===== config.mk =====
export PLATFORM = sky130hd
export DESIGN_NAME = rtu_master_frame_engine_top
export DESIGN_NICKNAME = d
export VERILOG_FILES = /design/src/sv/rfe_pkg.sv /design/src/sv/rfe_front.sv /design/src/sv/rfe_queue.sv /design/src/sv/rfe_back.sv /design/src/sv/rtu_master_frame_engine_top.sv
export VERILOG_INCLUDE_DIRS = /design/src /design/src/sv
export SDC_FILE = /design/constraint.sdc
export NUM_CORES = 1
export LEC_CHECK = 0
export BUFFER_PORTS_ARGS = -buffer_cell sky130_fd_sc_hd__buf_2
export CAP_MARGIN = 20
export CORE_ASPECT_RATIO = 1.4
export CORE_MARGIN = 4
export CORE_UTILIZATION = 55
export DETAILED_ROUTE_END_ITERATION = 7
export GPL_ROUTABILITY_DRIVEN = 0
export PLACE_DENSITY = 0.75
export SETUP_SLACK_MARGIN = 0.5
export SYNTH_ARGS = -nofsm -noshare
export SYNTH_HDL_FRONTEND = slang
export SYNTH_SLANG_ARGS = --single-unit

===== constraint.sdc =====
create_clock -name i_clk -period 5.25 [get_ports i_clk]
set_input_delay 0.2625 -clock i_clk [delete_from_list [all_inputs] [get_ports i_clk]]
set_output_delay 0.2625 -clock i_clk [all_outputs]
set_load 0.005 [all_outputs]

===== src/sv/assert_macros.svh =====
// Assertion helpers shared by the queue and back-end modules.
`ifndef ASSERT_MACROS_SVH
`define ASSERT_MACROS_SVH

// Checks a property on every rising clock edge outside of reset.
`define ASSERT_CLK(label, prop, msg) \
    label: assert property (@(posedge i_clk) disable iff (!i_rst_n) (prop)) else $error(msg);

// Checks that a condition never holds on a rising clock edge outside of reset.
`define ASSERT_NEVER(label, cond, msg) \
    label: assert property (@(posedge i_clk) disable iff (!i_rst_n) !(cond)) else $error(msg);

`endif


===== src/sv/rfe_pkg.sv =====
`default_nettype none
package rfe_pkg;

    localparam logic [1:0] ACT_REQUEST = 2'd0;
    localparam logic [1:0] ACT_RX_BYTE = 2'd1;
    localparam logic [1:0] ACT_TICK    = 2'd2;

    localparam logic [1:0] KIND_TX      = 2'd0;
    localparam logic [1:0] KIND_PAYLOAD = 2'd1;
    localparam logic [1:0] KIND_STATUS  = 2'd2;

    localparam logic [1:0] ST_OK        = 2'd0;
    localparam logic [1:0] ST_BAD       = 2'd1;
    localparam logic [1:0] ST_TIMEOUT   = 2'd2;
    localparam logic [1:0] ST_EXCEPTION = 2'd3;

    localparam logic [15:0] CRC_INIT    = 16'hFFFF;
    localparam logic [15:0] CRC_POLY    = 16'hA001;
    localparam logic [7:0]  FUNC_MASK   = 8'h7F;
    localparam logic [7:0]  FC_WRITE_COIL = 8'h05;
    localparam logic [15:0] COIL_ON     = 16'hFF00;
    localparam logic [15:0] TICK_MAX    = 16'hFFFF;
    localparam logic [15:0] TIMEOUT_RESET = 16'd1000;

    localparam int MIN_REPLY     = 5;
    localparam int PAYLOAD_LAG   = 5;
    localparam int QUEUE_DEPTH   = 4;

    typedef struct packed {
        logic            is_req;
        logic [5:0][7:0] frame;
        logic            pay_valid;
        logic [7:0]      pay_byte;
        logic            stat_valid;
        logic [1:0]      status;
        logic [7:0]      exc;
    } t_cmd;

    function automatic logic [15:0] crc16_byte(input logic [15:0] crc, input logic [7:0] b);
        logic [15:0] c;
        c = crc ^ {8'h00, b};
        for (int k = 0; k < 8; k++) begin
            c = c[0] ? ((c >> 1) ^ CRC_POLY) : (c >> 1);
        end
        return c;
    endfunction

endpackage
`default_nettype wire


===== src/sv/rfe_front.sv =====
`default_nettype none
module rfe_front #(
    parameter int MAX_FRAME = 256
) (
    input  wire logic        i_clk,
    input  wire logic        i_rst_n,
    input  wire logic        i_accept,
    input  wire logic [1:0]  i_action,
    input  wire logic [7:0]  i_slave_address,
    input  wire logic [7:0]  i_function_code,
    input  wire logic [15:0] i_start_address,
    input  wire logic [15:0] i_quantity_or_value,
    input  wire logic [7:0]  i_rx_byte,
    input  wire logic        i_rx_end,
    input  wire logic        i_cfg_we,
    input  wire logic [15:0] i_cfg_data,
    output logic             o_cmd_valid,
    output rfe_pkg::t_cmd    o_cmd
);
    import rfe_pkg::*;

    localparam int CW = $clog2(MAX_FRAME + 1);

    logic [15:0]   r_timeout;
    logic          r_awaiting, n_awaiting;
    logic [7:0]    r_slave, n_slave;
    logic [7:0]    r_func, n_func;
    logic [15:0]   r_rx_crc, n_rx_crc;
    logic [CW-1:0] r_rx_count, n_rx_count;
    logic [7:0]    r_delay0, n_delay0;
    logic [7:0]    r_delay1, n_delay1;
    logic          r_header_ok, n_header_ok;
    logic [7:0]    r_reply_exc, n_reply_exc;
    logic          r_exc_seen, n_exc_seen;
    logic [15:0]   r_wait, n_wait;
    logic [15:0]   qv;
    logic          in_range;

    always_comb begin
        n_awaiting  = r_awaiting;
        n_slave     = r_slave;
        n_func      = r_func;
        n_rx_crc    = r_rx_crc;
        n_rx_count  = r_rx_count;
        n_delay0    = r_delay0;
        n_delay1    = r_delay1;
        n_header_ok = r_header_ok;
        n_reply_exc = r_reply_exc;
        n_exc_seen  = r_exc_seen;
        n_wait      = r_wait;
        o_cmd_valid = 1'b0;
        o_cmd       = '0;
        qv          = i_quantity_or_value;
        in_range    = r_rx_count < CW'(MAX_FRAME);
        if (i_function_code == FC_WRITE_COIL) begin
            qv = (i_quantity_or_value != 16'd0) ? COIL_ON : 16'd0;
        end
        if (i_accept) begin
            unique case (i_action)
                ACT_REQUEST: begin
                    o_cmd_valid  = 1'b1;
                    o_cmd.is_req = 1'b1;
                    o_cmd.frame  = {qv[7:0], qv[15:8], i_start_address[7:0],
                                    i_start_address[15:8], i_function_code,
                                    i_slave_address};
                    n_slave      = i_slave_address;
                    n_func       = i_function_code;
                    n_rx_crc     = CRC_INIT;
                    n_rx_count   = '0;
                    n_delay0     = 8'd0;
                    n_delay1     = 8'd0;
                    n_header_ok  = 1'b1;
                    n_reply_exc  = 8'd0;
                    n_exc_seen   = 1'b0;
                    n_wait       = 16'd0;
                    n_awaiting   = 1'b1;
                end
                ACT_RX_BYTE: begin
                    if (r_awaiting) begin
                        n_rx_crc = crc16_byte(r_rx_crc, i_rx_byte);
                        if (!in_range) begin
                            n_header_ok = 1'b0;
                        end else begin
                            if (r_rx_count == CW'(0) && i_rx_byte != r_slave) begin
                                n_header_ok = 1'b0;
                            end
                            if (r_rx_count == CW'(1)) begin
                                if ((i_rx_byte & FUNC_MASK) != (r_func & FUNC_MASK)) begin
                                    n_header_ok = 1'b0;
                                end
                                if (i_rx_byte[7]) begin
                                    n_exc_seen = 1'b1;
                                end
                            end
                            if (r_rx_count == CW'(2) && r_exc_seen) begin
                                n_reply_exc = i_rx_byte;
                            end
                            if (r_rx_count >= CW'(PAYLOAD_LAG)) begin
                                o_cmd.pay_valid = 1'b1;
                                o_cmd.pay_byte  = r_delay1;
                            end
                            n_rx_count = r_rx_count + CW'(1);
                        end
                        n_delay1 = r_delay0;
                        n_delay0 = i_rx_byte;
                        if (i_rx_end) begin
                            o_cmd.stat_valid = 1'b1;
                            if (n_rx_count < CW'(MIN_REPLY) || n_rx_crc != 16'd0
                                || !n_header_ok) begin
                                o_cmd.status = ST_BAD;
                            end else if (n_exc_seen) begin
                                o_cmd.status = ST_EXCEPTION;
                                o_cmd.exc    = n_reply_exc;
                            end else begin
                                o_cmd.status = ST_OK;
                            end
                            n_awaiting = 1'b0;
                        end
                        o_cmd_valid = o_cmd.pay_valid || o_cmd.stat_valid;
                    end
                end
                ACT_TICK: begin
                    if (r_awaiting) begin
                        if (r_wait < TICK_MAX) begin
                            n_wait = r_wait + 16'd1;
                        end
                        if (n_wait >= r_timeout) begin
                            o_cmd_valid      = 1'b1;
                            o_cmd.stat_valid = 1'b1;
                            o_cmd.status     = ST_TIMEOUT;
                            n_awaiting       = 1'b0;
                        end
                    end
                end
                default: begin
                end
            endcase
        end
    end

    always_ff @(posedge i_clk) begin
        if (!i_rst_n) begin
            r_timeout   <= TIMEOUT_RESET;
            r_awaiting  <= 1'b0;
            r_slave     <= 8'd0;
            r_func      <= 8'd0;
            r_rx_crc    <= CRC_INIT;
            r_rx_count  <= '0;
            r_delay0    <= 8'd0;
            r_delay1    <= 8'd0;
            r_header_ok <= 1'b1;
            r_reply_exc <= 8'd0;
            r_exc_seen  <= 1'b0;
            r_wait      <= 16'd0;
        end else begin
            if (i_cfg_we) begin
                r_timeout <= i_cfg_data;
            end
            r_awaiting  <= n_awaiting;
            r_slave     <= n_slave;
            r_func      <= n_func;
            r_rx_crc    <= n_rx_crc;
            r_rx_count  <= n_rx_count;
            r_delay0    <= n_delay0;
            r_delay1    <= n_delay1;
            r_header_ok <= n_header_ok;
            r_reply_exc <= n_reply_exc;
            r_exc_seen  <= n_exc_seen;
            r_wait      <= n_wait;
        end
    end

endmodule
`default_nettype wire


===== src/sv/rfe_queue.sv =====
`default_nettype none
`include "assert_macros.svh"
module rfe_queue (
    input  wire logic          i_clk,
    input  wire logic          i_rst_n,
    input  wire logic          i_push,
    input  rfe_pkg::t_cmd      i_data,
    output logic               o_full,
    input  wire logic          i_pop,
    output logic               o_valid,
    output rfe_pkg::t_cmd      o_data
);
    import rfe_pkg::*;

    localparam int AW = $clog2(QUEUE_DEPTH);
    localparam int NW = $clog2(QUEUE_DEPTH + 1);

    t_cmd          r_mem [QUEUE_DEPTH];
    logic [AW-1:0] r_wr_ptr;
    logic [AW-1:0] r_rd_ptr;
    logic [NW-1:0] r_count;

    assign o_full  = r_count == NW'(QUEUE_DEPTH);
    assign o_valid = r_count != '0;
    assign o_data  = r_mem[r_rd_ptr];

    always_ff @(posedge i_clk) begin
        if (i_push) begin
            r_mem[r_wr_ptr] <= i_data;
        end
    end

    always_ff @(posedge i_clk) begin
        if (!i_rst_n) begin
            r_wr_ptr <= '0;
            r_rd_ptr <= '0;
            r_count  <= '0;
        end else begin
            if (i_push) begin
                r_wr_ptr <= r_wr_ptr + AW'(1);
            end
            if (i_pop) begin
                r_rd_ptr <= r_rd_ptr + AW'(1);
            end
            if (i_push && !i_pop) begin
                r_count <= r_count + NW'(1);
            end else if (!i_push && i_pop) begin
                r_count <= r_count - NW'(1);
            end
        end
    end

    `ASSERT_CLK(a_count_bound, r_count <= NW'(QUEUE_DEPTH), "queue count exceeds depth")
    `ASSERT_NEVER(a_push_full, i_push && o_full, "transaction written into a full queue")
    `ASSERT_NEVER(a_pop_empty, i_pop && !o_valid, "transaction read from an empty queue")

endmodule
`default_nettype wire


===== src/sv/rfe_back.sv =====
`default_nettype none
`include "assert_macros.svh"
module rfe_back (
    input  wire logic        i_clk,
    input  wire logic        i_rst_n,
    input  wire logic        i_cmd_valid,
    input  rfe_pkg::t_cmd    i_cmd,
    output logic             o_cmd_pop,
    output logic             o_valid,
    input  wire logic        i_pop,
    output logic [1:0]       o_kind,
    output logic [7:0]       o_byte,
    output logic [1:0]       o_status,
    output logic [7:0]       o_exc,
    output logic             o_last
);
    import rfe_pkg::*;

    t_cmd        r_cmd;
    logic        r_active;
    logic [2:0]  r_step;
    logic [15:0] r_crc;
    logic        r_out_valid;
    logic [1:0]  r_kind;
    logic [7:0]  r_byte;
    logic [1:0]  r_status;
    logic [7:0]  r_exc;
    logic        r_last;

    logic        adv;
    logic        fin;
    logic [1:0]  item_kind;
    logic [7:0]  item_byte;
    logic [1:0]  item_status;
    logic [7:0]  item_exc;
    logic        item_last;
    logic        crc_step;
    logic [7:0]  frame_byte;

    always_comb begin
        unique case (r_step)
            3'd0:    frame_byte = r_cmd.frame[0];
            3'd1:    frame_byte = r_cmd.frame[1];
            3'd2:    frame_byte = r_cmd.frame[2];
            3'd3:    frame_byte = r_cmd.frame[3];
            3'd4:    frame_byte = r_cmd.frame[4];
            3'd5:    frame_byte = r_cmd.frame[5];
            3'd6:    frame_byte = r_crc[7:0];
            default: frame_byte = r_crc[15:8];
        endcase
    end

    always_comb begin
        item_kind   = KIND_STATUS;
        item_byte   = 8'd0;
        item_status = r_cmd.status;
        item_exc    = r_cmd.exc;
        item_last   = 1'b1;
        fin         = 1'b1;
        crc_step    = 1'b0;
        if (r_cmd.is_req) begin
            item_kind   = KIND_TX;
            item_byte   = frame_byte;
            item_status = ST_OK;
            item_exc    = 8'd0;
            item_last   = r_step == 3'd7;
            fin         = item_last;
            crc_step    = r_step < 3'd6;
        end else if (r_step == 3'd0 && r_cmd.pay_valid) begin
            item_kind   = KIND_PAYLOAD;
            item_byte   = r_cmd.pay_byte;
            item_status = ST_OK;
            item_exc    = 8'd0;
            item_last   = 1'b0;
            fin         = !r_cmd.stat_valid;
        end
    end

    assign adv       = r_active && (!r_out_valid || i_pop);
    assign o_cmd_pop = i_cmd_valid && (!r_active || (adv && fin));

    always_ff @(posedge i_clk) begin
        if (!i_rst_n) begin
            r_active    <= 1'b0;
            r_out_valid <= 1'b0;
            r_step      <= 3'd0;
            r_crc       <= CRC_INIT;
        end else begin
            if (adv) begin
                r_out_valid <= 1'b1;
            end else if (i_pop) begin
                r_out_valid <= 1'b0;
            end
            if (o_cmd_pop) begin
                r_active <= 1'b1;
                r_step   <= 3'd0;
                r_crc    <= CRC_INIT;
            end else if (adv) begin
                r_step <= r_step + 3'd1;
                if (crc_step) begin
                    r_crc <= crc16_byte(r_crc, frame_byte);
                end
                if (fin) begin
                    r_active <= 1'b0;
                end
            end
        end
    end

    always_ff @(posedge i_clk) begin
        if (o_cmd_pop) begin
            r_cmd <= i_cmd;
        end
        if (adv) begin
            r_kind   <= item_kind;
            r_byte   <= item_byte;
            r_status <= item_status;
            r_exc    <= item_exc;
            r_last   <= item_last;
        end
    end

    assign o_valid  = r_out_valid;
    assign o_kind   = r_kind;
    assign o_byte   = r_byte;
    assign o_status = r_status;
    assign o_exc    = r_exc;
    assign o_last   = r_last;

    `ASSERT_CLK(a_rx_steps, (r_active && !r_cmd.is_req) |-> (r_step <= 3'd1),
        "reply transaction runs past its second result")
    `ASSERT_CLK(a_crc_fresh, (r_active && r_cmd.is_req && r_step == 3'd0) |-> (r_crc == CRC_INIT),
        "frame CRC not restarted for a new request")
    `ASSERT_CLK(a_status_last, (r_out_valid && r_kind == KIND_STATUS) |-> r_last,
        "status result without last flag")

endmodule
`default_nettype wire


===== src/sv/rtu_master_frame_engine_top.sv =====
// Channel   Handshake                    Contents
// input     push / full                  action, request fields, received byte, end flag
// result    empty / pop                  kind, byte, status, exception code, last
// config    i_cfg_valid / o_cfg_ready    timeout in ticks
//
// Every input transaction is taken on push while the command queue has room.
// A request yields eight transmit results, one per cycle while popped, with a bytewise CRC.
// A received byte or tick yields up to two results, one per cycle while popped.
// Reset is synchronous and active low; the timeout register resets to 1000 ticks.
// The front keeps accepting while results wait, until the four-entry queue fills.
`default_nettype none
module rtu_master_frame_engine_top #(
    parameter int MAX_FRAME = 256
) (
    input  wire logic        i_clk,
    input  wire logic        i_rst_n,
    input  wire logic        push,
    output logic             full,
    input  wire logic [1:0]  i_action,
    input  wire logic [7:0]  i_slave_address,
    input  wire logic [7:0]  i_function_code,
    input  wire logic [15:0] i_start_address,
    input  wire logic [15:0] i_quantity_or_value,
    input  wire logic [7:0]  i_rx_byte,
    input  wire logic        i_rx_end,
    output logic             empty,
    input  wire logic        pop,
    output logic [1:0]       o_out_kind,
    output logic [7:0]       o_out_byte,
    output logic [1:0]       o_status,
    output logic [7:0]       o_exception_code,
    output logic             o_last,
    input  wire logic        i_cfg_valid,
    output logic             o_cfg_ready,
    input  wire logic [15:0] i_cfg_data
);
    import rfe_pkg::*;

    logic accept;
    logic cmd_valid;
    t_cmd cmd;
    logic q_full;
    logic q_valid;
    t_cmd q_data;
    logic q_pop;
    logic out_valid;

    assign accept      = push && !q_full;
    assign full        = q_full;
    assign o_cfg_ready = 1'b1;
    assign empty       = !out_valid;

    rfe_front #(
        .MAX_FRAME(MAX_FRAME)
    ) u_front (
        .i_clk              (i_clk),
        .i_rst_n            (i_rst_n),
        .i_accept           (accept),
        .i_action           (i_action),
        .i_slave_address    (i_slave_address),
        .i_function_code    (i_function_code),
        .i_start_address    (i_start_address),
        .i_quantity_or_value(i_quantity_or_value),
        .i_rx_byte          (i_rx_byte),
        .i_rx_end           (i_rx_end),
        .i_cfg_we           (i_cfg_valid),
        .i_cfg_data         (i_cfg_data),
        .o_cmd_valid        (cmd_valid),
        .o_cmd              (cmd)
    );

    rfe_queue u_queue (
        .i_clk  (i_clk),
        .i_rst_n(i_rst_n),
        .i_push (cmd_valid),
        .i_data (cmd),
        .o_full (q_full),
        .i_pop  (q_pop),
        .o_valid(q_valid),
        .o_data (q_data)
    );

    rfe_back u_back (
        .i_clk      (i_clk),
        .i_rst_n    (i_rst_n),
        .i_cmd_valid(q_valid),
        .i_cmd      (q_data),
        .o_cmd_pop  (q_pop),
        .o_valid    (out_valid),
        .i_pop      (pop),
        .o_kind     (o_out_kind),
        .o_byte     (o_out_byte),
        .o_status   (o_status),
        .o_exc      (o_exception_code),
        .o_last     (o_last)
    );

endmodule
`default_nettype wire

Word level (Yosys, flattened, before mapping)
Memories as Yosys holds them, arrays and structs flattened. A register that Yosys moved wholly into a read port is not among the register bits.
Cells that the tools add are included.
{"block": "classes", "add_sub_neg": 7, "n_div": 0, "shifts": 0, "bitwise": 19, "n_eq_ne": 17, "n_mux": 106, "multipliers": 0, "reduce_logical": 42, "n_lt_le_gt_ge": 6}
{"op": "two-way mux 16 bit", "n": 24}
{"op": "two-way mux 9 bit", "n": 11}
{"op": "two-way mux 8 bit", "n": 10}
{"op": "two-way mux 69 bit", "n": 1}
{"op": "case mux 16 bit (2 select lines)", "n": 2}
{"op": "case mux 8 bit (7 select lines)", "n": 1}
{"op": "two-way mux 49 bit", "n": 1}
{"op": "NOT 2 -> 3 bit", "n": 16}
{"op": "case mux 8 bit (2 select lines)", "n": 3}
{"op": "two-way mux 11 bit", "n": 4}
{"op": "two-way mux 1 bit", "n": 35}
{"op": "nonzero test 16 bit", "n": 2}
{"op": "bitwise XOR 16 x 8 -> 16 bit", "n": 2}
{"op": "two-way mux 20 bit", "n": 1}
{"op": "case mux 9 bit (2 select lines)", "n": 1}
{"op": "adder 16 x 1 -> 16 bit (second input constant)", "n": 1}
{"op": ">= comparator 16 bit", "n": 1}
{"op": "< comparator 16 bit (second input constant)", "n": 1}
{"op": "equality test 3 bit (second input constant)", "n": 5}
{"op": "two-way mux 3 bit", "n": 4}
{"op": "nonzero test 2 bit", "n": 6}
{"op": "adder 9 x 1 -> 9 bit (second input constant)", "n": 1}
{"op": "equality test 9 x 1 -> 1 bit (second input constant)", "n": 1}
{"op": "equality test 9 x 2 -> 1 bit (second input constant)", "n": 1}
{"op": "other kinds (30)", "n": 62}
{"block": "word_totals", "elab_cells": 222, "output_inout_bits": 24, "memories": 1, "inputBits": 80, "ff_bits": 148, "mem_bits_ro": 0, "latchBits": 0, "ramBits": 276}
{"memory": "u_queue.r_mem", "words": 4, "width": 69, "rd": 1, "rd_ports_with_merged_regs": 1, "write_ports": 1, "line_no": "rfe_queue.sv:18", "source": "t_cmd r_mem [QUEUE_DEPTH];"}

Depth between registers and ports, before layout
Gate-level depths: netlist of the first run.
{"block": "depth", "depth_word": 33, "ltp_mapped": 22, "mapped_depth_nobuf": 21}

Hierarchy
Synthesis of the first run repeated with hierarchy kept, for this count alone.
{"block": "unflattened", "cells_unflattened": 1425, "hier_area_um2": 20858.8}
{"mod": "rfe_queue", "seq_area_each_um2": 8468.1, "area_each_um2": 10413.7, "cells_per_inst": 404, "n_inst": 1}
{"mod": "rfe_front", "seq_area_each_um2": 1981.9, "area_each_um2": 5944.5, "cells_per_inst": 708, "n_inst": 1}
{"mod": "rfe_back", "seq_area_each_um2": 3123.0, "area_each_um2": 4471.8, "cells_per_inst": 309, "n_inst": 1}
{"mod": "rtu_master_frame_engine_top", "seq_area_each_um2": 0.0, "area_each_um2": 28.8, "cells_per_inst": 4, "n_inst": 1}

Least setup slack after synthesis of the first run
Ideal clock, no wire load.
{"block": "synth_timing", "path_type": "register -> register", "startpoint": "reg u_front.r_wait[0]", "endpoint": "mem u_queue.r_mem[0][0] (netlist name), enable pin", "synth_period_minus_slack_ns": 4.943, "t_arrival_ns": 4.508, "path_stages_with_launch": 17, "required_time_ns": 4.815, "path_slack_ns": 0.307, "setup_time_ns": 0.435, "path_buffers": 1, "path_cell_list": "dfxtp_1 > ha_1 > nand2_1 > nor2_1 > nand2_1 > or3_1 > nand2b_1 > clkbuf_1 > nor3_1 > xor2_1 > ha_1 > a21o_1 > a21o_1 > a21oi_1 > a21oi_1 > a21bo_2 > and3_1"}
{"block": "synth_between", "elab_chain_cells": 12, "elab_cells_between_ends": 13, "cone_classes": "add/sub: 1; order compare: 2; mux: 10"}
{"element": "start, declared", "line_no": "rfe_front.sv:35", "source": "logic [15:0] r_wait, n_wait;"}
{"element": "start signal, assigned", "line_no": "rfe_front.sv:169", "source": "r_wait <= n_wait;"}
{"element": "adder 16 x 1 -> 16 bit or < comparator 16 bit (tied branches)", "line_no": "rfe_front.sv:125, rfe_front.sv:124"}
{"element": "two-way mux 16 bit (*)", "line_no": "rfe_front.sv:124", "source": "if (r_wait < TICK_MAX) begin"}
{"element": "two-way mux 16 bit (*)", "line_no": "rfe_front.sv:123", "source": "if (r_awaiting) begin"}
{"element": "two-way mux 16 bit (*)", "line_no": "rfe_front.sv:59", "source": "unique case (i_action)"}
{"element": "two-way mux 16 bit (*)", "line_no": "rfe_front.sv:58", "source": "if (i_accept) begin"}
{"element": ">= comparator 16 bit (*)", "line_no": "rfe_front.sv:127", "source": "if (n_wait >= r_timeout) begin"}
{"element": "two-way mux 1 bit (*)", "line_no": "rfe_front.sv:127"}
{"element": "two-way mux 1 bit (*)", "line_no": "rfe_front.sv:123"}
{"element": "case mux 1 bit (3 select lines) (*)", "line_no": "rfe_front.sv:59"}
{"element": "two-way mux 1 bit (*)", "line_no": "rfe_front.sv:58"}
{"element": "two-way mux 1 bit (*)", "line_no": "rfe_queue.sv:28", "source": "if (i_push) begin"}
{"element": "two-way mux 1 bit (not written as such) (*)", "line_no": "rfe_queue.sv:29", "source": "r_mem[r_wr_ptr] <= i_data;"}
{"element": "end, declared", "line_no": "rfe_queue.sv:18"}
Mark *: on every way between the ends. The rest lies on a longest branch, timed or not. The select of a mux whose other input is x is not followed.

Final worst setup path of the first run
{"block": "layout_timing", "startpoint": "reg u_front.r_wait[1]", "endpoint": "mem u_queue.r_mem[0][13] (netlist name), enable pin"}
The elaborated chain is that of the path after synthesis.

==> metrics.csv, run 1 <==
stage,metric,value,unit
status,outcome,completed,
detailed_routing,DRC violations left,0,
clock_tree,buffer depth of the longest clock path,3,
placed_design,Port Buffers,102,
sta,measured slew at the worst slew-check pin,1.07,ns
synthesis,largest cells by area after synthesis,"edfxtp_1 54%, dfxtp_1 12%, mux4_2 7.6%",
clock_tree,insertion delay to the later sink of the worst-skew pair,0.56,ns
layout,share of cells above drive strength 1,0.191,
floorplanning,Rows,83,
placed_design,placed wire-length estimate after detailed placement,27700,um
synthesis,cell taking the most area after synthesis,edfxtp_1,
synthesis,Commonest cells post-synth,"366 x edfxtp_1, 127 x dfxtp_1, 120 x nand2_1, 102 x nor2_1, 70 x clkbuf_1",
flow_run,number of max-capacitance violations reported,0,
global_route,vias in the first global route,12200,
detailed_routing,DRC violation total after the first TritonRoute iteration,997,
synthesis,Yosys top cell area share,0.539,
sta,final critical delay including setup and external delays,4.39,ns
synthesis,most frequent cell after synthesis,edfxtp_1,
floorplanning,I/O pins,104,
detailed_routing,DR pass1 iterations,5,
synthesis,flip-flop and latch count after synthesis,493,
clock_tree,clock tree root buffer cell,clkbuf_16,
worst_setup_path,source of the worst register-to-register timing path,u_front.r_wait[1]$_SDFFE_PN0P_,
synthesis,number of standard cells after synthesis,1431,
synthesis,commonest register cell after synthesis,edfxtp_1,
sta,total negative setup slack,0,ns
layout,fill cell total of the finished layout,2659,
clock_tree,clock tree sinks,493,
sta,Final Hold Fails,0,
power,cell leakage power,0.00834,uW
sta,final worst path period share,0.837,
synthesis,syn_nets,1549,
layout,synth-to-layout area growth,12.9,%
power,overall power of the completed layout,11200,uW
sta,tightest hold margin,0.0253,ns
placed_design,worst slack at placement,0.558,ns
synthesis,cell area after technology mapping,20400,sq um
synthesis,average instance area after synthesis,14.2,sq um
global_route,total track usage,0.222,
clock_tree,CTS tree,built,
worst_setup_path,CP Launch Type,register,
detailed_routing,routed via count divided by cell count,5.94,
worst_setup_path,data required time at the worst endpoint,5.47,ns
layout,Post-layout nets,1649,
power,sw power,3200,uW
power,part of the total power dissipated in the clock network,0.296,
detailed_routing,detailed-route via count,12100,
sta,smallest setup slack after layout,0.857,ns
worst_setup_path,Worst setup EP type,register,
worst_setup_path,"Max FO, Critical Path",42,
clock_tree,number of buffers created by CTS,46,
synthesis,sequential fraction of the synthesis area,0.664,
worst_setup_path,cells traversed along the worst timing path,"ha_2, nand2_1, nor2_1, nand2_1, or3_4, nand2b_2, nor3_1, xor2_1, ha_1, a21o_1, a21o_1, a21oi_2, o211ai_1, a21bo_2, and3_2, buf_12",
power,combinational share of power,0.242,
sta,Final Max Slew Viols,0,
power,power density over the cells,486,nW/um^2
synthesis,Post-synth EDFFs,366,
detailed_routing,detailed-route wire length per cell,21.7,um
synthesis,distinct cell type count of the synthesized netlist,71,
sta,setup repair after global routing missed its margin,false,
detailed_routing,Routed Antenna Nets,0,
floorplanning,Die Wd,171,um
floorplanning,die outline area,40200,sq um
floorplanning,starting density of the core,0.556,
floorplanning,Core Footprint,36700,sq um
worst_setup_path,arrival time at the worst endpoint,4.62,ns
floorplanning,vertical die dimension,236,um
clock_tree,CTS H-tree depth,2,
detailed_routing,final wirelength,44200,um
synthesis,Yosys warnings,0,
power,switching part of the total power,0.286,
global_route,remaining global-route overflow,0,
clock_tree,clock-pin slew reported for the worst setup and hold paths after clock tree synthesis,0.06,ns
global_route,wire length of the first global-routing pass,69100,um
sta,fmax,0.228,GHz
power,Max rail drop VDD,728,uV
layout,post-layout utilization of the core,0.628,
sta,worst clock skew on the final layout,0.0211,ns
worst_setup_path,crit path max-delay cell type,and3_2,
worst_setup_path,Worst Setup Path Type,register to register,
power,Power Internal,7990,uW
global_route,initial antenna violation count,0,
sta,Relative slew margins,0.284,
min_path,type of the worst min-delay path,input port to register,
layout,antenna diode count,0,
power,share of power burned in registers,0.462,
min_path,launch instance of the worst min-delay path,i_slave_address[5],
worst_setup_path,worst-case register-to-register setup slack,0.86,ns
global_route,largest net degree at the start of global routing,81,
worst_setup_path,CP Launch Point,u_front.r_wait[1]$_SDFFE_PN0P_,
synthesis,fraction of registers with async set/reset,0,
worst_setup_path,slowest cell delay on critical path,0.72,ns
sta,number of failing setup endpoints in the final timing report,0,
[state kept, by name (all words and copies together) (netlist names), 7 cells and up]
| name | flops |
|---|---|
| u_front.r_reply_exc | 8 |
| u_front.r_timeout | 16 |
| u_front.r_func | 7 |
| u_front.r_delay0 | 8 |
| u_back.o_byte | 8 |
| u_front.r_rx_crc | 16 |
| u_front.r_rx_count | 9 |
| u_front.r_wait | 16 |
| u_back.r_crc | 16 |
| u_front.r_delay1 | 8 |
| u_queue.r_mem | 276 |
| u_front.r_slave | 8 |
| u_back.o_exc | 8 |
| u_back.r_cmd | 69 |
[cell usage in the layout (no fill, tap or decap), types with 36 or more instances in the layout]
master,n
buf_2,102
ha_1,36
a21oi_1,67
nor2_1,102
dfxtp_1,124
and3_1,42
xnor2_1,46
clkbuf_16,48
nand2_1,120
inv_1,43
edfxtp_1,366
mux4_2,69
[cell type report]
class | instances | area, sq um | share of cell area
clock inverter | 27 | 272 | 0.0118
clock buffer | 57 | 1240 | 0.0541
inverter | 47 | 176 | 0.00767
tap | 467 | 584 | 0.0254
multi-input combinational | 804 | 6340 | 0.275
sequential | 493 | 13500 | 0.588
timing repair buffer | 139 | 856 | 0.0372
[power by group through the flow]
stage                     sequential [uW]  combinational [uW]  clock [uW]
after floorplan                      5060                2070           0
after global placement               5230                2650           0
after detailed placement             5250                2670           0
after CTS                            5170                2710        3370
after global routing                 5210                2950        3550
final                                5170                2710        3320
[metrics by stage]
stage	area (sq um)	std cells
after global routing	23000	2034
after detailed placement	21300	1930
after CTS	23000	2031
final	23000	2034
after floorplan	20400	1431
after global placement	21300	1930
[worst max-delay path, delay by kind of cell, from the launching register on]
kind,cells,cell delay (ns)
DFF,1,0.38
xor gates and xnor gates,1,0.16
adders and majority gates,2,0.55
and+or+nand+nor,7,1.85
buffers and inverters,1,0.35
AOI/OAI and AO/OA,5,0.75
[logic make-up (layout without fill, tap and decap cells)]
kind of cell	count (synthesis)	after routing	share of synthesized area
AOI/OAI and AO/OA	221	221	0.0719
xor gates and xnor gates	74	74	0.0343
other	1	1	0.000184
DFF	493	493	0.664
adders and majority gates	38	38	0.0237
muxes	105	105	0.0944
buffers and inverters	134	270	0.0264
and+or+nand+nor	365	365	0.0850
[per-layer routing]
metal | track usage | up-vias | share of wire
li1 | - | 5579 | -
met1 | 0.286 | 5980 | 0.39
met2 | 0.382 | 416 | 0.52
met3 | 0.0361 | 101 | 0.060
met4 | 0.0758 | 0 | 0.034
met5 | 0 | - | 0
[path summary, 6_finish.rpt]
| check | endpoint | cells past startpoint |
|---|---|---|
| max | u_queue.r_mem[0][13]$_DFFE_PP_ | 16 |
| max reg2reg | u_queue.r_mem[0][13]$_DFFE_PP_ | 16 |
| min reg2reg | u_front.r_header_ok$_SDFFE_PN1P_ | 2 |
| min | u_front.r_slave[5]$_SDFFE_PN0P_ | 3 |
[timing repair]
item	in CTS	in global routing
buffers inserted	0	0
resized for setup	0	7
hold endpoints to repair	17	0
setup endpoints to repair	0	279
hold buffers	17	0
(Power assumes the default switching activity.)
==> run 2: changes to the inputs <==
- ABC_AREA: default -> 1
- CORE_UTILIZATION: 55 -> 61
- PLACE_DENSITY: 0.75 -> 0.78
- clock period: 5.25 -> 4.26 ns (I/O delays scaled with it)
==> metrics.csv, run 2 <==
stage,metric,value,unit
placed_design,placed wire-length estimate after detailed placement,29300,um
sta,Final Max Slew Viols,0,
floorplanning,Core Footprint,34100,sq um
sta,measured slew at the worst slew-check pin,0.990,ns
power,switching part of the total power,0.327,
power,share of power burned in registers,0.452,
synthesis,largest cells by area after synthesis,"edfxtp_1 52%, dfxtp_1 12%, nand2_1 5.4%",
layout,register with the most flip-flops,u_queue.r_mem,
power,power density over the cells,560,nW/um^2
power,part of the total power dissipated in the clock network,0.295,
layout,Post-layout nets,2295,
power,overall power of the completed layout,14100,uW
status,outcome,"finished, violations left",
min_path,launch instance of the worst min-delay path,i_cfg_valid,
synthesis,most frequent cell after synthesis,edfxtp_1,
floorplanning,vertical die dimension,228,um
detailed_routing,detailed-route wire length per cell,20.8,um
detailed_routing,detailed route wirelength on metal2,29100,um
layout,multi-input gate area in the final layout,6910,sq um
detailed_routing,final wirelength,55400,um
synthesis,Post-synth EDFFs,366,
sta,final worst path period share,0.918,
placed_design,Port Buffers,102,
sta,Relative slew margins,0.340,
layout,fill cell total of the finished layout,2109,
worst_setup_path,arrival time at the worst endpoint,4.40,ns
synthesis,sequential fraction of the synthesis area,0.640,
detailed_routing,routed wl met3,4010,um
worst_setup_path,Worst setup EP type,register,
power,sw power,4610,uW
worst_setup_path,source of the worst register-to-register timing path,u_front.r_wait[3]$_SDFFE_PN0P_,
worst_setup_path,CP Launch Point,u_front.r_wait[3]$_SDFFE_PN0P_,
global_route,remaining global-route overflow,0,
global_route,wire length of the first global-routing pass,76600,um
placed_design,Placement Cell Area,22000,sq um
sta,Final Hold Fails,0,
synthesis,syn_nets,2111,
global_route,vias in the first global route,15200,
floorplanning,Rows,80,
clock_tree,buffer depth of the longest clock path,3,
synthesis,flip-flop and latch count after synthesis,493,
layout,synth-to-layout area growth,19.2,%
global_route,total track usage,0.257,
synthesis,Commonest cells post-synth,"366 x edfxtp_1, 302 x nand2_1, 232 x nor2_1, 187 x o21ai_0, 131 x inv_1",
sta,number of failing setup endpoints in the final timing report,0,
layout,"leading cell types in the layout, fill and taps excluded","366 x edfxtp_1, 292 x nand2_1, 224 x nor2_1",
global_route,largest net degree at the start of global routing,76,
clock_tree,CTS tree,built,
power,Power Internal,9490,uW
clock_tree,insertion delay to the later sink of the worst-skew pair,0.56,ns
power,cell leakage power,0.00952,uW
detailed_routing,wire length on met1,19500,um
layout,"leading cell type in the layout, fill and taps excluded",edfxtp_1,
power,combinational share of power,0.253,
detailed_routing,DRC violations left,5,
layout,largest registers in the final layout,"u_queue.r_mem (276), u_back.r_cmd (69)",
status,violations in the final reports,DRC,
flow_run,number of max-capacitance violations reported,0,
worst_setup_path,CP Launch Type,register,
sta,fmax,0.256,GHz
sta,total negative setup slack,0,ns
layout,antenna diode count,0,
layout,final standard cell area without fillers,25200,sq um
synthesis,cell taking the most area after synthesis,edfxtp_1,
synthesis,commonest register cell after synthesis,edfxtp_1,
layout,post-layout utilization of the core,0.738,
detailed_routing,highest metal layer with signal wires,met4,
clock_tree,clock tree sinks,493,
synthesis,number of standard cells after synthesis,1993,
sta,final critical delay including setup and external delays,3.91,ns
worst_setup_path,worst-case register-to-register setup slack,0.35,ns
clock_tree,CTS H-tree depth,2,
clock_tree,clock tree root buffer cell,clkbuf_16,
placed_design,worst slack at placement,0.240,ns
sta,smallest setup slack after layout,0.348,ns
synthesis,cell area after technology mapping,21100,sq um
sta,setup repair after global routing missed its margin,true,
min_path,type of the worst min-delay path,input port to register,
power,Max rail drop VDD,542,uV
detailed_routing,DR pass1 iterations,8,
layout,max reg flops,276,
sta,worst clock skew on the final layout,0.0236,ns
worst_setup_path,Worst Setup Path Type,register to register,
clock_tree,clock-pin slew reported for the worst setup and hold paths after clock tree synthesis,0.07,ns
detailed_routing,DRC violation total after the first TritonRoute iteration,1722,
floorplanning,I/O pins,104,
floorplanning,starting density of the core,0.619,
synthesis,Yosys top cell area share,0.520,
worst_setup_path,data required time at the worst endpoint,4.75,ns
layout,share of cells above drive strength 1,0.198,
detailed_routing,detailed-route via count,16000,
synthesis,fraction of registers with async set/reset,0,
clock_tree,number of buffers created by CTS,45,
detailed_routing,routed via count divided by cell count,6.00,
floorplanning,Die Wd,165,um
synthesis,average instance area after synthesis,10.6,sq um
global_route,initial antenna violation count,0,
floorplanning,die outline area,37700,sq um
worst_setup_path,"Max FO, Critical Path",5,
detailed_routing,Routed Antenna Nets,0,
synthesis,distinct cell type count of the synthesized netlist,53,
layout,FF+latch area,13600,sq um
synthesis,Yosys warnings,0,
==> run 2: changes by cell type in the layout (fill, tap and decap cells not counted), sizes merged, moves of 14 or more <==
cell,delta
and3,-45
mux4,-69
mux2i,-20
or2,+14
o22ai,+68
nand3,+73
a21oi,+51
buf,+75
a22oi,-34
nor2,+154
inv,+86
nand2,+214
o21ai,+162
xnor2,-21
==> run 2: power groups by stage <==
stage          sequential, uW  clock (uW)  combinational, uW
2_1_floorplan            6310           0               2410
3_3_place_gp             6440           0               3240
4_1_cts                  6360        4160               3430
6_report                 6380        4160               3570
5_1_grt                  6410        4400               3950
3_5_place_dp             6460           0               3370
==> run 2: path summary, 6_finish.rpt <==
kind	end	depth (start not counted)
max	u_front.r_awaiting$_SDFFE_PN0P_	26
min	u_front.r_timeout[5]$_SDFFE_PN1P_	2
max reg2reg	u_front.r_awaiting$_SDFFE_PN0P_	26
min reg2reg	u_front.r_reply_exc[5]$_SDFFE_PN0P_	2
==> run 2: logic make-up (layout without fill, tap and decap cells) <==
family          count (synthesis)  after routing  synth area share
simple gates                  746            746             0.155
flops                         493            493             0.640
compound gates                415            415             0.106
buf+inv                       241            462            0.0479
xor+xnor                       51             51            0.0238
fa+ha+maj                      38             38            0.0228
mux                             8              8           0.00379
other cells                     1              1          0.000177
==> run 2: critical path, cell delays in order, from the launching register on <==
cell and delay [ns]:
dfxtp_4 0.38, nand2_4 0.08, nor3_4 0.21, nand3_2 0.13, nor2_4 0.17, nand3_4 0.17, buf_6 0.16, buf_6 0.11
nand2_1 0.10, ha_1 0.26, nand2_2 0.10, a21oi_2 0.05, a211oi_2 0.22, o21a_1 0.18, nand4_1 0.18, buf_4 0.20
buf_6 0.10, buf_6 0.10, buf_6 0.10, buf_4 0.13, buf_6 0.10, buf_6 0.10, buf_6 0.10, buf_6 0.10
nand3b_1 0.08, nand2_1 0.08, a21oi_2 0.15
==> run 2: timing repair <==
| item | CTS | global route |
|---|---|---|
| cloned | 0 | 21 |
| pin swaps | 14 | 33 |
| setup endpoints to repair | 2 | 289 |
| gates resized for setup | 20 | 109 |
| hold endpoints to repair | 28 | 0 |
| hold buffers | 30 | 0 |
| buffers inserted | 44 | 24 |
==> run 2: final cells by class <==
type,instances,area share
Timing Repair Buffer,238,0.0833
Inverter,140,0.0213
Tap cell,451,0.0224
Sequential cell,493,0.538
Clock inverter,28,0.0121
Multi-Input combinational cell,1259,0.274
Clock buffer,56,0.0484
==> run 2: metrics by stage <==
stage               hold WS (ns)  cells
floorplan                  0.335   1993
global placement           0.433   2462
detailed placement         0.441   2462
CTS                      0.00277   2620
global route              0.0238   2665
finish                    0.0264   2665
==> run 2: routing by layer <==
metal	global-route usage	up-vias
met5	0	-
met2	0.448	855
met3	0.0343	193
met4	0.113	0
met1	0.316	7671
li1	-	7283
==> run 3: changes to the inputs <==
- ABC_AREA: 1 -> default
- CTS_CLUSTER_DIAMETER: default -> 60
==> metrics.csv, run 3 (synthesis results as in run 1) <==
stage,metric,value,unit
status,outcome,completed,
worst_setup_path,Worst Setup Path Type,register to register,
layout,fill cell total of the finished layout,2012,
floorplanning,Rows,78,
detailed_routing,final wirelength,49000,um
min_path,worst hold stages,3,
worst_setup_path,"Max FO, Critical Path",6,
global_route,initial antenna violation count,0,
clock_tree,buffer depth of the longest clock path,3,
sta,Final Hold Fails,0,
placed_design,placed wire-length estimate after detailed placement,27500,um
floorplanning,die outline area,36400,sq um
worst_setup_path,reg2reg end,u_queue.r_count[2]$_SDFFE_PN0P_,
layout,antenna diode count,0,
detailed_routing,DRC violation total after the first TritonRoute iteration,1189,
layout,largest registers in the final layout,"u_queue.r_mem (276), u_back.r_cmd (69)",
global_route,GRT busiest layer,met2,
layout,share of cells above drive strength 1,0.215,
sta,tightest hold margin,0.0217,ns
detailed_routing,detailed-route wire length per cell,23.8,um
detailed_routing,detailed-route via count,12800,
layout,post-layout utilization of the core,0.723,
floorplanning,starting density of the core,0.623,
placed_design,worst slack at placement,0.161,ns
worst_setup_path,source of the worst register-to-register timing path,u_front.r_wait[1]$_SDFFE_PN0P_,
min_path,hold endpoint,u_front.r_slave[0]$_SDFFE_PN0P_,
global_route,met1 track demand over resource,0.311,
min_path,launch instance of the worst min-delay path,i_slave_address[0],
sta,number of failing setup endpoints in the final timing report,0,
clock_tree,clock tree sinks,493,
floorplanning,vertical die dimension,224,um
sta,total negative setup slack,0,ns
sta,Final Max Slew Viols,0,
sta,measured slew at the worst slew-check pin,1.13,ns
placed_design,Port Buffers,102,
layout,"leading cell types in the layout, fill and taps excluded","366 x edfxtp_1, 118 x nand2_1, 117 x dfxtp_1",
power,Max rail drop VDD,589,uV
detailed_routing,routed via count divided by cell count,6.20,
clock_tree,CTS H-tree depth,2,
clock_tree,clock-pin slew reported for the worst setup and hold paths after clock tree synthesis,0.06,ns
clock_tree,insertion delay to the later sink of the worst-skew pair,0.55,ns
sta,fmax,0.258,GHz
global_route,largest net degree at the start of global routing,42,
worst_setup_path,data required time at the worst endpoint,4.73,ns
worst_setup_path,length in cells of the worst reg-to-reg path,20,
flow_run,number of max-capacitance violations reported,0,
sta,worst clock skew on the final layout,0.0174,ns
sta,setup repair after global routing missed its margin,true,
layout,register with the most flip-flops,u_queue.r_mem,
sta,smallest setup slack after layout,0.381,ns
min_path,type of the worst min-delay path,input port to register,
global_route,total track usage,0.252,
worst_setup_path,arrival time at the worst endpoint,4.35,ns
global_route,grt met2 use,0.452,
clock_tree,CTS tree,built,
power,cell leakage power,0.00860,uW
floorplanning,Die Wd,162,um
detailed_routing,Routed Antenna Nets,0,
global_route,met3 Use GR,0.0456,
detailed_routing,DR pass1 iterations,8,
sta,final critical delay including setup and external delays,3.88,ns
clock_tree,clock tree root buffer cell,clkbuf_16,
detailed_routing,DRC violations left,0,
worst_setup_path,Worst setup EP type,register,
layout,Post-layout nets,1699,
global_route,wire length of the first global-routing pass,70700,um
sta,Relative slew margins,0.245,
power,power density over the cells,582,nW/um^2
worst_setup_path,CP Launch Type,register,
sta,final worst path period share,0.910,
layout,synth-to-layout area growth,15.9,%
floorplanning,Core Footprint,32700,sq um
layout,max reg flops,276,
clock_tree,number of buffers created by CTS,45,
worst_setup_path,worst-case register-to-register setup slack,0.38,ns
global_route,vias in the first global route,12600,
layout,"leading cell type in the layout, fill and taps excluded",edfxtp_1,
floorplanning,I/O pins,104,
global_route,remaining global-route overflow,0,
-- run 3: how the worst max path moves through the flow --
stage                                   startpoint                              end  slack, ns  depth (start not counted)
finish              u_front.r_wait[1]$_SDFFE_PN0P_  u_queue.r_count[2]$_SDFFE_PN0P_       0.38                         20
global placement    u_front.r_wait[1]$_SDFFE_PN0P_   u_queue.r_mem[0][41]$_DFFE_PP_       0.18                         14
detailed placement  u_front.r_wait[1]$_SDFFE_PN0P_   u_queue.r_mem[1][47]$_DFFE_PP_       0.16                         14
CTS                 u_front.r_wait[0]$_SDFFE_PN0P_  u_queue.r_count[2]$_SDFFE_PN0P_       0.34                         20
floorplan           u_front.r_wait[1]$_SDFFE_PN0P_  u_queue.r_count[2]$_SDFFE_PN0P_       0.50                         21
global route        u_front.r_wait[1]$_SDFFE_PN0P_  u_queue.r_count[2]$_SDFFE_PN0P_       0.09                         20
-- run 3: critical path, stage by stage (launching register included) --
cell and delay [ns]:
dfxtp_4 0.36, ha_4 0.15, nand2_4 0.07, nor2_4 0.13
nand2_2 0.09, or3_4 0.40, mux2_4 0.33, ha_4 0.26
a21o_1 0.10, a21o_1 0.10, a21o_1 0.12, a21oi_2 0.06
o211ai_1 0.29, a21boi_2 0.10, nor2_1 0.10, ha_2 0.20
inv_2 0.04, fa_2 0.33, xor2_1 0.15, or3_1 0.30
a21oi_1 0.12
-- run 3: routing by layer --
metal / share of wire / routed length [um]
met5: 0 / 0
met4: 0.034 / 1680
met2: 0.53 / 26000
met1: 0.36 / 17500
met3: 0.077 / 3760
-- run 3: through the flow --
stage	cells	cell area, sq um	power (uW)
floorplan	1431	20400	8800
global placement	1908	21300	9710
detailed placement	1908	21300	9790
CTS	2028	23100	13700
global route	2058	23600	14300
finish	2058	23600	13800
-- run 3: layout make-up --
class / instances / area, sq um / share of cell area
well taps: 440 / 551 / 0.0233
flip-flops and latches: 493 / 13600 / 0.574
multi-input cells: 817 / 6560 / 0.278
clock buffers: 66 / 1280 / 0.0541
repair buffers: 177 / 1360 / 0.0575
clock inverters: 18 / 153 / 0.00646
inverters: 47 / 176 / 0.00747
-- run 3: power by group --
group	total [uW]	internal [uW]	switching (uW)
clock network	3920	2220	1710
logic	3440	1580	1860
registers	6390	5970	422
total	13800	9760	3990
-- run 3: what timing repair did --
action | 4_1_cts | 5_1_grt
gates resized for setup | 17 | 16
endpoints found under the setup margin | 278 | 281
pin swaps | 16 | 18
endpoints found under the hold margin | 24 | 0
buffers inserted | 6 | 23
gates cloned | 6 | 7
hold buffers | 24 | 0
